[src/hw/rtl/bfr_pkg.sv]
// shared types and constants of the bus frame receiver
package bfr_pkg;

   localparam int BYTE_W     = 8;
   localparam int DEV_W      = 2;
   localparam int UNIT_W     = 2;
   localparam int INDEX_W    = 6;
   localparam int ACCEPT_W   = 16;
   localparam int COMPLETE_W = 16;
   localparam int OVERSIZE_W = 8;
   localparam int CSR_IDX_W  = 2;
   localparam int CSR_DATA_W = 8;

   localparam logic [CSR_IDX_W-1:0] CSR_DEV_CLASS   = 2'd0;
   localparam logic [CSR_IDX_W-1:0] CSR_UNIT_NUMBER = 2'd1;
   localparam logic [CSR_IDX_W-1:0] CSR_SYNC_VALUE  = 2'd2;

   localparam logic [DEV_W-1:0]  DEV_CLASS_RST   = 2'd1;
   localparam logic [UNIT_W-1:0] UNIT_NUMBER_RST = 2'd1;
   localparam logic [BYTE_W-1:0] SYNC_VALUE_RST  = 8'h55;

   localparam logic [UNIT_W-1:0] UNIT_BROADCAST = 2'd0;

   localparam logic EVENT_DATA     = 1'b0;
   localparam logic EVENT_OVERSIZE = 1'b1;

   typedef struct packed {
      logic [DEV_W-1:0]  dev_class;
      logic [UNIT_W-1:0] unit_number;
      logic [BYTE_W-1:0] sync_value;
   } cfg_type;

   typedef struct packed {
      logic                  event_kind;
      logic [BYTE_W-1:0]     frame_command;
      logic [BYTE_W-1:0]     data_byte;
      logic [INDEX_W-1:0]    byte_index;
      logic                  last;
      logic                  broadcast;
      logic [ACCEPT_W-1:0]   frames_accepted;
      logic [COMPLETE_W-1:0] frames_completed;
      logic [OVERSIZE_W-1:0] oversize_errors;
   } rsp_payload_type;

endpackage

[src/hw/rtl/bfr_req_if.sv]
// request channel carrying received bus bytes
interface bfr_req_if;
   logic                        valid;
   logic                        ready;
   logic [bfr_pkg::BYTE_W-1:0]  rx_byte;

   modport source (output valid, output rx_byte, input ready);
   modport sink (input valid, input rx_byte, output ready);
endinterface

[src/hw/rtl/bfr_rsp_if.sv]
// result channel carrying frame events
interface bfr_rsp_if;
   logic                            valid;
   logic                            ready;
   logic                            event_kind;
   logic [bfr_pkg::BYTE_W-1:0]      frame_command;
   logic [bfr_pkg::BYTE_W-1:0]      data_byte;
   logic [bfr_pkg::INDEX_W-1:0]     byte_index;
   logic                            last;
   logic                            broadcast;
   logic [bfr_pkg::ACCEPT_W-1:0]    frames_accepted;
   logic [bfr_pkg::COMPLETE_W-1:0]  frames_completed;
   logic [bfr_pkg::OVERSIZE_W-1:0]  oversize_errors;

   modport source (output valid, output event_kind, output frame_command, output data_byte,
                   output byte_index, output last, output broadcast, output frames_accepted,
                   output frames_completed, output oversize_errors, input ready);
   modport sink (input valid, input event_kind, input frame_command, input data_byte,
                 input byte_index, input last, input broadcast, input frames_accepted,
                 input frames_completed, input oversize_errors, output ready);
endinterface

[src/hw/rtl/bus_frame_receiver.sv]
// top level of the bus frame receiver
// Takes one received bus byte per cycle on req and delivers at most one event per byte on rsp.
// A request goes into an input register, is parsed once the parser may step and its event, if
// any, lands in an output register; a new request can be taken every cycle while the result
// side keeps up; a stalled output holds the parser and then the input register. Data bytes
// come out with their index and the final one is flagged; an empty frame gives one flagged
// event and an oversize length gives a drop event. Configuration registers are written through
// csr_ and should only change while no bytes are in flight.
module bus_frame_receiver #(
   parameter int BUFFER_BYTES = 64
) (
   input  logic                             clock,
   input  logic                             reset,
   bfr_req_if.sink                          req,
   bfr_rsp_if.source                        rsp,
   input  logic                             csr_write_en,
   input  logic [bfr_pkg::CSR_IDX_W-1:0]    csr_index,
   input  logic [bfr_pkg::CSR_DATA_W-1:0]   csr_wdata
);

   bfr_pkg::cfg_type              cfg;
   logic                          in_vld_ff;
   logic [bfr_pkg::BYTE_W-1:0]    in_byte_ff;
   logic                          out_vld_ff, out_vld_in;
   bfr_pkg::rsp_payload_type      out_ff;
   logic                          advance;
   logic                          rslt_vld;
   bfr_pkg::rsp_payload_type      rslt;

   bfr_csr u_csr (
      .clock        (clock),
      .reset        (reset),
      .csr_write_en (csr_write_en),
      .csr_index    (csr_index),
      .csr_wdata    (csr_wdata),
      .cfg          (cfg)
   );

   bfr_parser #(
      .BUFFER_BYTES (BUFFER_BYTES)
   ) u_parser (
      .clock    (clock),
      .reset    (reset),
      .cfg      (cfg),
      .step     (advance),
      .rx_byte  (in_byte_ff),
      .rslt_vld (rslt_vld),
      .rslt     (rslt)
   );

   assign advance   = in_vld_ff && (!out_vld_ff || rsp.ready);
   assign req.ready = !in_vld_ff || advance;

   always_comb begin
      out_vld_in = out_vld_ff && !rsp.ready;
      if (advance) begin
         out_vld_in = rslt_vld;
      end
   end

   always_ff @(posedge clock) begin
      if (reset) begin
         in_vld_ff  <= 1'b0;
         out_vld_ff <= 1'b0;
      end else begin
         if (req.ready) begin
            in_vld_ff <= req.valid;
         end
         out_vld_ff <= out_vld_in;
      end
   end

   always_ff @(posedge clock) begin
      if (req.valid && req.ready) begin
         in_byte_ff <= req.rx_byte;
      end
      if (advance && rslt_vld) begin
         out_ff <= rslt;
      end
   end

   assign rsp.valid            = out_vld_ff;
   assign rsp.event_kind       = out_ff.event_kind;
   assign rsp.frame_command    = out_ff.frame_command;
   assign rsp.data_byte        = out_ff.data_byte;
   assign rsp.byte_index       = out_ff.byte_index;
   assign rsp.last             = out_ff.last;
   assign rsp.broadcast        = out_ff.broadcast;
   assign rsp.frames_accepted  = out_ff.frames_accepted;
   assign rsp.frames_completed = out_ff.frames_completed;
   assign rsp.oversize_errors  = out_ff.oversize_errors;

endmodule

[src/hw/rtl/bfr_csr.sv]
// configuration registers of the bus frame receiver
module bfr_csr (
   input  logic                             clock,
   input  logic                             reset,
   input  logic                             csr_write_en,
   input  logic [bfr_pkg::CSR_IDX_W-1:0]    csr_index,
   input  logic [bfr_pkg::CSR_DATA_W-1:0]   csr_wdata,
   output bfr_pkg::cfg_type                 cfg
);

   bfr_pkg::cfg_type cfg_ff;
   bfr_pkg::cfg_type cfg_in;

   always_comb begin
      cfg_in = cfg_ff;
      if (csr_write_en) begin
         case (csr_index)
            bfr_pkg::CSR_DEV_CLASS:   cfg_in.dev_class   = csr_wdata[bfr_pkg::DEV_W-1:0];
            bfr_pkg::CSR_UNIT_NUMBER: cfg_in.unit_number = csr_wdata[bfr_pkg::UNIT_W-1:0];
            bfr_pkg::CSR_SYNC_VALUE:  cfg_in.sync_value  = csr_wdata[bfr_pkg::BYTE_W-1:0];
            default:                  cfg_in = cfg_ff;
         endcase
      end
   end

   always_ff @(posedge clock) begin
      if (reset) begin
         cfg_ff.dev_class   <= bfr_pkg::DEV_CLASS_RST;
         cfg_ff.unit_number <= bfr_pkg::UNIT_NUMBER_RST;
         cfg_ff.sync_value  <= bfr_pkg::SYNC_VALUE_RST;
      end else begin
         cfg_ff <= cfg_in;
      end
   end

   assign cfg = cfg_ff;

endmodule

[src/hw/rtl/bfr_parser.sv]
// frame state machine and counters, one byte per step
module bfr_parser #(
   parameter int BUFFER_BYTES = 64
) (
   input  logic                          clock,
   input  logic                          reset,
   input  bfr_pkg::cfg_type              cfg,
   input  logic                          step,
   input  logic [bfr_pkg::BYTE_W-1:0]    rx_byte,
   output logic                          rslt_vld,
   output bfr_pkg::rsp_payload_type      rslt
);

   localparam logic [2:0] PH_LISTEN = 3'd0;
   localparam logic [2:0] PH_ADDR   = 3'd1;
   localparam logic [2:0] PH_CMD    = 3'd2;
   localparam logic [2:0] PH_LEN    = 3'd3;
   localparam logic [2:0] PH_DATA   = 3'd4;

   localparam logic [bfr_pkg::BYTE_W-1:0] MAX_LEN = bfr_pkg::BYTE_W'(BUFFER_BYTES);

   logic [2:0]                        phase_ff, phase_in;
   logic [bfr_pkg::BYTE_W-1:0]        command_ff, command_in;
   logic [bfr_pkg::BYTE_W-1:0]        length_ff, length_in;
   logic [bfr_pkg::BYTE_W-1:0]        seen_ff, seen_in;
   logic                              bcast_ff, bcast_in;
   logic [bfr_pkg::ACCEPT_W-1:0]      accepted_ff, accepted_in;
   logic [bfr_pkg::COMPLETE_W-1:0]    completed_ff, completed_in;
   logic [bfr_pkg::OVERSIZE_W-1:0]    oversize_ff, oversize_in;

   logic                              is_sync;
   logic                              addr_ok;
   logic [bfr_pkg::UNIT_W-1:0]        addr_to;
   logic                              kind;
   logic [bfr_pkg::BYTE_W-1:0]        data;
   logic [bfr_pkg::INDEX_W-1:0]       index;
   logic                              done;

   assign is_sync = (rx_byte == cfg.sync_value);
   assign addr_to = rx_byte[bfr_pkg::UNIT_W-1:0];
   assign addr_ok = rx_byte[7] && (rx_byte[4:3] == cfg.dev_class) &&
                    ((addr_to == bfr_pkg::UNIT_BROADCAST) || (addr_to == cfg.unit_number));

   always_comb begin
      phase_in     = phase_ff;
      command_in   = command_ff;
      length_in    = length_ff;
      seen_in      = seen_ff;
      bcast_in     = bcast_ff;
      accepted_in  = accepted_ff;
      completed_in = completed_ff;
      oversize_in  = oversize_ff;
      rslt_vld     = 1'b0;
      kind         = bfr_pkg::EVENT_DATA;
      data         = '0;
      index        = '0;
      done         = 1'b0;
      case (phase_ff)
         PH_ADDR: begin
            if (addr_ok) begin
               accepted_in = accepted_ff + 1'b1;
               bcast_in    = (addr_to == bfr_pkg::UNIT_BROADCAST);
               length_in   = '0;
               seen_in     = '0;
               phase_in    = PH_CMD;
            end else begin
               phase_in = PH_LISTEN;
            end
         end
         PH_CMD: begin
            if (is_sync) begin
               phase_in = PH_LISTEN;
            end else begin
               command_in = rx_byte;
               phase_in   = PH_LEN;
            end
         end
         PH_LEN: begin
            if (is_sync) begin
               phase_in = PH_LISTEN;
            end else begin
               length_in = rx_byte;
               seen_in   = '0;
               if (rx_byte > MAX_LEN) begin
                  oversize_in = oversize_ff + 1'b1;
                  phase_in    = PH_LISTEN;
                  rslt_vld    = 1'b1;
                  kind        = bfr_pkg::EVENT_OVERSIZE;
               end else if (rx_byte == '0) begin
                  completed_in = completed_ff + 1'b1;
                  phase_in     = PH_LISTEN;
                  rslt_vld     = 1'b1;
                  done         = 1'b1;
               end else begin
                  phase_in = PH_DATA;
               end
            end
         end
         PH_DATA: begin
            seen_in  = seen_ff + 1'b1;
            done     = (seen_in == length_ff);
            rslt_vld = 1'b1;
            data     = rx_byte;
            index    = seen_ff[bfr_pkg::INDEX_W-1:0];
            if (done) begin
               completed_in = completed_ff + 1'b1;
               phase_in     = PH_LISTEN;
            end
         end
         default: begin
            phase_in = is_sync ? PH_ADDR : PH_LISTEN;
         end
      endcase
   end

   always_comb begin
      rslt.event_kind       = kind;
      rslt.frame_command    = command_in;
      rslt.data_byte        = data;
      rslt.byte_index       = index;
      rslt.last             = done;
      rslt.broadcast        = bcast_in;
      rslt.frames_accepted  = accepted_in;
      rslt.frames_completed = completed_in;
      rslt.oversize_errors  = oversize_in;
   end

   always_ff @(posedge clock) begin
      if (reset) begin
         phase_ff     <= PH_LISTEN;
         command_ff   <= '0;
         length_ff    <= '0;
         seen_ff      <= '0;
         bcast_ff     <= 1'b0;
         accepted_ff  <= '0;
         completed_ff <= '0;
         oversize_ff  <= '0;
      end else if (step) begin
         phase_ff     <= phase_in;
         command_ff   <= command_in;
         length_ff    <= length_in;
         seen_ff      <= seen_in;
         bcast_ff     <= bcast_in;
         accepted_ff  <= accepted_in;
         completed_ff <= completed_in;
         oversize_ff  <= oversize_in;
      end
   end

endmodule
[src/flat_wrapper.sv]
// flat-port wrapper written by rule: the top's interface ports become plain ports
module bus_frame_receiver_flat 
#(
   parameter int BUFFER_BYTES = 64
)
  (clock, reset, csr_write_en, csr_index, csr_wdata, req_valid, req_rx_byte, req_ready, rsp_valid, rsp_event_kind, rsp_frame_command, rsp_data_byte, rsp_byte_index, rsp_last, rsp_broadcast, rsp_frames_accepted, rsp_frames_completed, rsp_oversize_errors, rsp_ready);
  bfr_req_if req_i ();
  bfr_rsp_if rsp_i ();
  input  logic clock;
  input  logic reset;
  input  logic csr_write_en;
  input  logic [bfr_pkg::CSR_IDX_W-1:0] csr_index;
  input  logic [bfr_pkg::CSR_DATA_W-1:0] csr_wdata;
  input wire logic [$bits(req_i.valid)-1:0] req_valid;
  input wire logic [$bits(req_i.rx_byte)-1:0] req_rx_byte;
  output wire logic [$bits(req_i.ready)-1:0] req_ready;
  output wire logic [$bits(rsp_i.valid)-1:0] rsp_valid;
  output wire logic [$bits(rsp_i.event_kind)-1:0] rsp_event_kind;
  output wire logic [$bits(rsp_i.frame_command)-1:0] rsp_frame_command;
  output wire logic [$bits(rsp_i.data_byte)-1:0] rsp_data_byte;
  output wire logic [$bits(rsp_i.byte_index)-1:0] rsp_byte_index;
  output wire logic [$bits(rsp_i.last)-1:0] rsp_last;
  output wire logic [$bits(rsp_i.broadcast)-1:0] rsp_broadcast;
  output wire logic [$bits(rsp_i.frames_accepted)-1:0] rsp_frames_accepted;
  output wire logic [$bits(rsp_i.frames_completed)-1:0] rsp_frames_completed;
  output wire logic [$bits(rsp_i.oversize_errors)-1:0] rsp_oversize_errors;
  input wire logic [$bits(rsp_i.ready)-1:0] rsp_ready;
  assign req_i.valid = req_valid;
  assign req_i.rx_byte = req_rx_byte;
  assign req_ready = req_i.ready;
  assign rsp_valid = rsp_i.valid;
  assign rsp_event_kind = rsp_i.event_kind;
  assign rsp_frame_command = rsp_i.frame_command;
  assign rsp_data_byte = rsp_i.data_byte;
  assign rsp_byte_index = rsp_i.byte_index;
  assign rsp_last = rsp_i.last;
  assign rsp_broadcast = rsp_i.broadcast;
  assign rsp_frames_accepted = rsp_i.frames_accepted;
  assign rsp_frames_completed = rsp_i.frames_completed;
  assign rsp_oversize_errors = rsp_i.oversize_errors;
  assign rsp_i.ready = rsp_ready;
  bus_frame_receiver #(.BUFFER_BYTES(BUFFER_BYTES)) u_core (.clock(clock), .reset(reset), .req(req_i), .rsp(rsp_i), .csr_write_en(csr_write_en), .csr_index(csr_index), .csr_wdata(csr_wdata));
endmodule
[config.mk]
export PLATFORM = sky130hd
export DESIGN_NAME = bus_frame_receiver_flat
export DESIGN_NICKNAME = d
export VERILOG_FILES = /design/src/hw/rtl/bfr_pkg.sv /design/src/hw/rtl/bfr_req_if.sv /design/src/hw/rtl/bfr_rsp_if.sv /design/src/hw/rtl/bus_frame_receiver.sv /design/src/hw/rtl/bfr_csr.sv /design/src/hw/rtl/bfr_parser.sv /design/src/flat_wrapper.sv
export SDC_FILE = /design/constraint.sdc
export NUM_CORES = 1
export LEC_CHECK = 0
export ABC_CLOCK_PERIOD_IN_PS = 6200
export BUFFER_PORTS_ARGS = -buffer_cell sky130_fd_sc_hd__buf_2
export CAP_MARGIN = 30
export CORE_MARGIN = 2
export CORE_UTILIZATION = 58
export DETAILED_ROUTE_END_ITERATION = 8
export PLACE_DENSITY = 0.8
export SLEW_MARGIN = 20
export SYNTH_ARGS = -nofsm -noshare
export SYNTH_HDL_FRONTEND = slang
export SYNTH_HIERARCHICAL = 1
export SYNTH_SLANG_ARGS = --single-unit
export TNS_END_PERCENT = 5
[constraint.sdc]
create_clock -name clock -period 6.2 [get_ports clock]
set_input_delay 0.62 -clock clock [delete_from_list [all_inputs] [get_ports clock]]
set_output_delay 0.62 -clock clock [all_outputs]
set_load 0.1 [all_outputs]
# Word level (Yosys, flattened, before mapping)
# Cells that the tools add are included.
# Widths: inputs -> output; s select.
# totals
in_bits	23
output_inout_bits	67
ff_bits	155
word_cells	102
# op_classes
addsub	4
order_cmp	1
eq_ne	13
bitwise	1
reduce_logical	24
n_mux	36
# op_table
cell	count
$mux 16	6
$mux 8	8
$add 16x1->16 const B	2
$pmux 16 s2	1
$pmux 8 s3	1
$add 8x1->8 const B	2
$eq 8x8->1	2
$pmux 8 s2	1
$mux 3	4
$pmux 3 s4	1
$mux 1	10
$gt 8x7->1 const B	1
$logic_not 8->1	1
$reduce_and 2->1	4
$reduce_and 4->1	2
$eq 3x2->1 const B	2
$logic_and 1x1->1	6
$ne 2x2->1 const B	3
$eq 2x2->1	2
$logic_not 2->1	2
$mux 2	2
$pmux 1 s2	2
$eq 3x1->1 const B	1
$eq 3x3->1 const B	1
8 further kinds	12

# Longest topological paths before layout
# Gate-level depths: netlist of the first run.
# logic_depth
word_depth	6
mapped_depth	10
ltp_nobuf	8

# Modules after synthesis
# Netlist of the first run, hierarchy kept.
# by_module_without_submodules
module	cells_each	area_each_um2	seq_area_each_um2	n_inst
bfr_parser	535	4316.6	1361.3	1
bus_frame_receiver	84	2298.5	2232.1	1
bfr_csr	50	509.2	240.2	1

# Worst setup path after synthesis of the first run
# No wires, ideal clock.
# synth_timing
path_kind	register to register
from	register u_core/in_byte_ff[3] in the netlist's numbering
to	register u_core.out_ff, in the netlist u_core/rsp.broadcast (enable)
period_less_slack_ps	4725
path_buffers	1
setup_slack_ps	1475
stages_incl_launch_ff	9
setup_ps	496
arrival_ps	4229
path_cell_list	edfxtp_1 -> buf_2 -> xor2_1 -> nor4_4 -> nand2_1 -> nand2b_1 -> o21ai_0 -> nand2_1 -> nor2b_1
# synth_between
elab_chain_cells	6
elab_cells_between_ends	8
cone_classes	order compare: 1; eq/ne: 1; mux: 4; reduce/logical: 2
# synth_lines
item	line_no	text
start, declared	bus_frame_receiver.sv:23	logic [bfr_pkg::BYTE_W-1:0] in_byte_ff;
start signal, assigned	bus_frame_receiver.sv:75	in_byte_ff <= req.rx_byte;
parallel branches: the longest is 3 deep, another holds $gt 8x7->1	-	
$mux 1 (*)	bfr_parser.sv:79	if (is_sync) begin
$pmux 1 s2 (*)	bfr_parser.sv:58	case (phase_ff)
via u_core.rslt_vld	bus_frame_receiver.sv:27	logic rslt_vld;
$logic_and 1x1->1 (*)	bus_frame_receiver.sv:77	if (advance && rslt_vld) begin
end signal, assigned	bus_frame_receiver.sv:78	out_ff <= rslt;
end, declared	bus_frame_receiver.sv:25	bfr_pkg::rsp_payload_type out_ff;
# Mark *: on every way through the listed nets, which the timed path passes.
# A chain may end at the register's enable or synchronous reset.

# Final worst setup path of the first run
# layout_timing
from	register u_core/in_byte_ff[0] in the netlist's numbering
to	register u_core.out_ff, in the netlist u_core/rsp.frame_command[7] (enable)
# The elaborated chain is that of the path after synthesis.

==> impl_metrics.env, run 1 <==
export IMPL_portBuffers=89
export IMPL_io_pins=90
export IMPL_finalNonFillerCells=899
export IMPL_cp_arrival_ns=3.37
export IMPL_relSlewSlack_pct=39.1
export IMPL_setup_worst_path_end_class="register"
export IMPL_dr_pass1_iters=8
export IMPL_dp_hpwl_mm=9.43
export IMPL_ys_seq_area_share_pct=53.8
export IMPL_post_synth_num_cell_types=58
export IMPL_clk_path_buf_depth=2
export IMPL_tightest_slew_ns=0.913
export IMPL_syn_instance_count=669
export IMPL_grt_pass1_wl_mm=23.1
export IMPL_wl_mm=14.2
export IMPL_ant_nets=0
export IMPL_whs_ns=0.367
export IMPL_powerDensity_nw_per_um2=257
export IMPL_cts_setup_buffers=0
export IMPL_cts_tree="yes"
export IMPL_die_area_sq_um=13200
export IMPL_synth_area_sq_um=7120
export IMPL_drc_errors=0
export IMPL_row_count=40
export IMPL_die_h_microns=115
export IMPL_status="finished clean"
export IMPL_layout_common_cells="89 x buf_2, 82 x dfxtp_1, 75 x nor2_1"
export IMPL_viasPerCell=5.69
export IMPL_clock_sinks=155
export IMPL_coreArea_sq_um=12000
export IMPL_cts_root_buf="clkbuf_16"
export IMPL_start_kind="register"
export IMPL_fin_nets=766
export IMPL_async_reset_ff_share_pct=0
export IMPL_clk_pin_slew_ns=0.06
export IMPL_ys_ff_latch=155
export IMPL_power_leakage_nw=3.25
export IMPL_finalClockSkew_ns=0.00944
export IMPL_grt_total_usage_pct=22.5
export IMPL_grt_start_max_net_pins=94
export IMPL_drv_slew=0
export IMPL_clock_latency_ns=0.43
export IMPL_dr_first_iter_drc_count=474
export IMPL_holdBufCountCts=0
export IMPL_h_tree_depth=4
export IMPL_final_setup_viol_count=0
export IMPL_wire_per_inst_microns=15.8
export IMPL_via_count=5117
export IMPL_yosysWarnings=6
export IMPL_timing_setup_tns_ns=0
export IMPL_numCtsBuffers=17
export IMPL_min_path_type="in -> reg"
export IMPL_grt_overflow_total=0
export IMPL_post_place_cells=867
export IMPL_ir_drop_mv=0.185
export IMPL_hold_viol_final=0
export IMPL_rsz0062_at_grt="no"
export IMPL_period_share_pct=53.2
export IMPL_fmax_mhz=303
export IMPL_layout_commonest_cell="buf_2"
export IMPL_synth_edf_count=73
export IMPL_critPathRequiredTime_ns=6.27
export IMPL_min_period_ns=3.30
export IMPL_synth_ff_type="dfxtp_1"
export IMPL_syn_avg_cell_area_sq_um=10.6
export IMPL_yosys_area_top_type="edfxtp_1"
export IMPL_antenna_found_initial=0
export IMPL_start_util_pct=59.3
export IMPL_totalPowerFinal_mw=2.09
export IMPL_critPathMaxFanout=33
export IMPL_drive_gt1_share_pct=20.1
export IMPL_die_x_microns=115
export IMPL_place_congestion=0.857
export IMPL_syn_to_final_growth_pct=13.9
export IMPL_cts_resized_gates=0
export IMPL_grt_pass1_vias=4764
export IMPL_synth_net_count=696
export IMPL_synthTopCellsByArea="edfxtp_1 31%, dfxtp_1 23%, xor2_1 5.3%"
export IMPL_max_cap_violations=0
export IMPL_worstSetupPathType="reg -> reg"
export IMPL_netlist_area_leader_share_pct=30.8
export IMPL_diodes=0
worst max-delay path, stage by stage, from the launching register on:
cell      delay [ns]
edfxtp_1        0.53
xor2_1          0.31
nor4_4          0.09
nand2_1         0.23
nand2b_1        0.11
o21ai_0         0.21
nand2_1         0.14
nor2b_4         0.73
buf_4           0.54
path summary, 6_finish.rpt:
path	start	to	slack, ns	cells after the start
worst max-delay path	u_core/in_byte_ff[0]	u_core/rsp.frame_command[7]	2.90	8
worst min-delay path	req_rx_byte[6]	u_core/in_byte_ff[6]	0.37	1
worst max register to register	u_core/in_byte_ff[0]	u_core/rsp.frame_command[7]	2.90	8
worst min register to register	u_core/u_parser/bcast_ff	u_core/u_parser/bcast_ff	0.48	2
cells by family after synthesis:
kind of cell               synth area share, %
adders and majority gates                0.703
buffers and inverters                     3.71
and+or+nand+nor                           19.4
muxes                                     4.86
xor gates and xnor gates                  9.96
DFF                                       53.8
AOI/OAI and AO/OA                         7.53
cell type report:
type	count	area [sq um]
fillers	906	3890
flip-flops and latches	155	3830
multi-input cells	461	3030
clock buffers	26	509
repair buffers	94	483
well taps	147	184
inverters	10	37.5
clock inverters	6	36.3
registers in the layout, summed over array words and instances (netlist names), 3 cells and up:
register / count
u_core/in_byte_ff: 8
u_core/rsp.byte_index: 6
u_core/rsp.data_byte: 8
u_core/rsp.frame_command: 8
u_core/rsp.frames_accepted: 16
u_core/rsp.frames_completed: 16
u_core/rsp.oversize_errors: 8
u_core/u_csr/cfg: 12
u_core/u_parser/accepted_ff: 16
u_core/u_parser/command_ff: 8
u_core/u_parser/completed_ff: 16
u_core/u_parser/length_ff: 8
u_core/u_parser/oversize_ff: 8
u_core/u_parser/phase_ff: 3
u_core/u_parser/seen_ff: 8
metal layers:
metal	part of all wire, %	GRT usage, %
met1	43	29.5
met2	49	36.2
met3	6.4	5.69
met4	1.9	8.84
met5	0	0
power breakdown:
group | leakage, nW | switching, mW | total [mW] | internal, mW
sequential | 1.41 | 0.0115 | 1.08 | 1.07
combinational | 1.58 | 0.0379 | 0.0619 | 0.0240
clock | 0.270 | 0.379 | 0.940 | 0.562
total | 3.25 | 0.428 | 2.09 | 1.66
synthesized netlist by cell type (all sizes together) (15+ instances only):
cell / number
a21oi: 29
and2: 21
and3: 16
buf: 23
clkbuf: 20
dfxtp: 82
edfxtp: 73
mux2i: 20
nand2: 45
nand2b: 15
nand3: 37
nor2: 75
o21ai: 23
xnor2: 38
xor2: 43
per-stage QoR:
stage                     cell area, sq um  util [%]  setup WS (ns)
after floorplan                       7120         -           1.47
after global placement                7570      63.0           3.14
after detailed placement              7570      63.0           2.94
after CTS                             8120      67.6           2.91
after global routing                  8120      67.6           2.68
final                                 8120      67.6           2.90
(Power assumes the default switching activity.)
==> run 2, diff against run 1 <==
--- a/config.mk
+++ b/config.mk
@@ -5,7 +5,7 @@
 export SDC_FILE = /design/constraint.sdc
 export NUM_CORES = 1
 export LEC_CHECK = 0
-export ABC_CLOCK_PERIOD_IN_PS = 6200
+export ABC_CLOCK_PERIOD_IN_PS = 3200
 export BUFFER_PORTS_ARGS = -buffer_cell sky130_fd_sc_hd__buf_2
 export CAP_MARGIN = 30
 export CORE_MARGIN = 2
==> constraint.sdc (replaced) <==
create_clock -name clock -period 3.2 [get_ports clock]
set_input_delay 0.32 -clock clock [delete_from_list [all_inputs] [get_ports clock]]
set_output_delay 0.32 -clock clock [all_outputs]
set_load 0.1 [all_outputs]
==> impl_metrics.env, run 2 (synthesis results as in run 1) <==
export IMPL_status="finished clean"
export IMPL_min_period_ns=2.99
export IMPL_timing_setup_tns_ns=0
export IMPL_clk_path_buf_depth=2
export IMPL_viasPerCell=5.75
export IMPL_totalPowerFinal_mw=4.14
export IMPL_clk_pin_slew_ns=0.06
export IMPL_drc_errors=0
export IMPL_ant_nets=0
export IMPL_fin_nets=768
export IMPL_met1Wirelength_mm=6.18
export IMPL_dr_first_iter_drc_count=428
export IMPL_wl_mm=14.2
export IMPL_max_cap_violations=0
export IMPL_reg2reg_slack_ns=0.21
export IMPL_dp_hpwl_mm=9.47
export IMPL_grt_overflow_total=0
export IMPL_grt_start_max_net_pins=66
export IMPL_period_share_pct=93.5
export IMPL_tightest_slew_ns=0.807
export IMPL_relSlewSlack_pct=46.2
export IMPL_dr_pass1_iters=5
export IMPL_final_setup_viol_count=0
export IMPL_drv_slew=0
export IMPL_wire_per_inst_microns=15.8
export IMPL_top_layer="met4"
export IMPL_clock_latency_ns=0.42
export IMPL_cp_arrival_ns=3.30
export IMPL_diodes=0
export IMPL_r2r_start="u_core/u_parser/seen_ff[0]"
export IMPL_setup_worst_path_end_class="register"
export IMPL_post_place_cells=869
export IMPL_cts_resized_gates=0
export IMPL_drive_gt1_share_pct=20.4
export IMPL_ir_drop_mv=0.264
export IMPL_finalClockSkew_ns=0.00993
export IMPL_r2r_cells=8
export IMPL_power_leakage_nw=3.27
export IMPL_start_kind="register"
export IMPL_antenna_found_initial=0
export IMPL_row_count=40
export IMPL_cts_root_buf="clkbuf_16"
export IMPL_p_int_mw=3.29
export IMPL_cts_tree="yes"
export IMPL_swShare_pct=20.6
export IMPL_worstHoldStart="req_rx_byte[0]"
export IMPL_p_sw_mw=0.851
export IMPL_syn_to_final_growth_pct=14.7
export IMPL_timing_rr_end="u_core/u_parser/completed_ff[14]"
export IMPL_grt_pass1_vias=4858
export IMPL_fmax_mhz=334
export IMPL_layout_common_cells="89 x buf_2, 82 x dfxtp_1, 75 x nor2_1"
export IMPL_whs_endpoint="u_core/in_byte_ff[0]"
export IMPL_holdBufCountCts=0
export IMPL_die_h_microns=115
export IMPL_start_util_pct=59.3
export IMPL_worstSetupPathType="reg -> reg"
export IMPL_grt_pass1_wl_mm=22.7
export IMPL_p_seq_share_pct=50.8
export IMPL_hold_viol_final=0
export IMPL_portBuffers=89
export IMPL_critPathMaxFanout=20
export IMPL_powerDensity_nw_per_um2=507
export IMPL_comb_power_share_pct=2.9
export IMPL_grt_total_usage_pct=21.9
export IMPL_via_count=5182
export IMPL_die_x_microns=115
export IMPL_h_tree_depth=4
export IMPL_place_congestion=0.884
export IMPL_finalNonFillerCells=901
export IMPL_wl_met2_mm=6.89
export IMPL_cts_setup_buffers=0
export IMPL_met3_length_microns=817
export IMPL_setup_worst_path_start="u_core/u_parser/seen_ff[0]"
export IMPL_io_pins=90
export IMPL_numCtsBuffers=17
export IMPL_die_area_sq_um=13200
export IMPL_critPathRequiredTime_ns=3.51
export IMPL_p_clk_share_pct=46.3
export IMPL_min_path_type="in -> reg"
export IMPL_clock_sinks=155
export IMPL_layout_commonest_cell="buf_2"
export IMPL_coreArea_sq_um=12000
export IMPL_hold_depth=1
export IMPL_rsz0062_at_grt="no"
[run 2: cell types whose count changed in the layout (fill, tap and decap cells not counted), sizes merged]
cell	previous run	this run
buf	94	96
bufinv	0	2
clkbuf	26	20
clkinvlp	1	4
inv	10	11
[run 2: metrics by stage]
step	hold slack [ns]	utilization, %	cell area, sq um	setup WS [ns]
2_1_floorplan	0.382	-	7130	0.442
3_3_place_gp	0.454	63.3	7600	0.427
5_1_grt	0.0636	68.0	8170	0.0257
6_report	0.0801	68.0	8170	0.208
3_5_place_dp	0.461	63.3	7600	0.266
4_1_cts	0.0710	68.0	8170	0.246
[run 2: critical path: stages (launching register included)]
cell	delay (ns)
dfxtp_1	0.44
ha_1	0.29
nand2b_1	0.10
o211a_1	0.23
o32ai_1	0.34
nor3b_4	0.35
or2_1	0.59
nand3_1	0.21
mux2_1	0.34
[run 2: worst max-delay path by stage]
stage | end | slack, ns
4_1_cts | u_core/u_parser/completed_ff[14] | 0.25
3_5_place_dp | u_core/u_parser/completed_ff[14] | 0.27
5_1_grt | u_core/u_parser/completed_ff[14] | 0.03
2_1_floorplan | u_core/rsp.broadcast | 0.44
3_3_place_gp | u_core/rsp.frames_completed[1] | 0.43
6_report | u_core/u_parser/completed_ff[14] | 0.21
[run 2: area by class of cell]
cell class | count | area [sq um]
inverters | 10 | 37.5
fillers | 886 | 3840
multi-input cells | 461 | 3030
well taps | 147 | 184
flip-flops and latches | 155 | 3830
clock buffers | 20 | 447
repair buffers | 96 | 510
clock inverters | 12 | 123
[run 2: power groups by stage]
stage | logic (mW) | clock network [mW] | registers, mW
finish | 0.119 | 1.92 | 2.10
detailed placement | 0.118 | 0 | 2.15
floorplan | 0.0941 | 0 | 2.13
global route | 0.128 | 2.04 | 2.10
CTS | 0.118 | 1.95 | 2.10
global placement | 0.113 | 0 | 2.14
[run 2: layer usage]
| metal | global-route usage (%) | vias up |
|---|---|---|
| li1 | - | 2494 |
| met1 | 27.7 | 2466 |
| met2 | 35.9 | 188 |
| met3 | 5.01 | 34 |
| met4 | 9.88 | 0 |
| met5 | 0 | - |
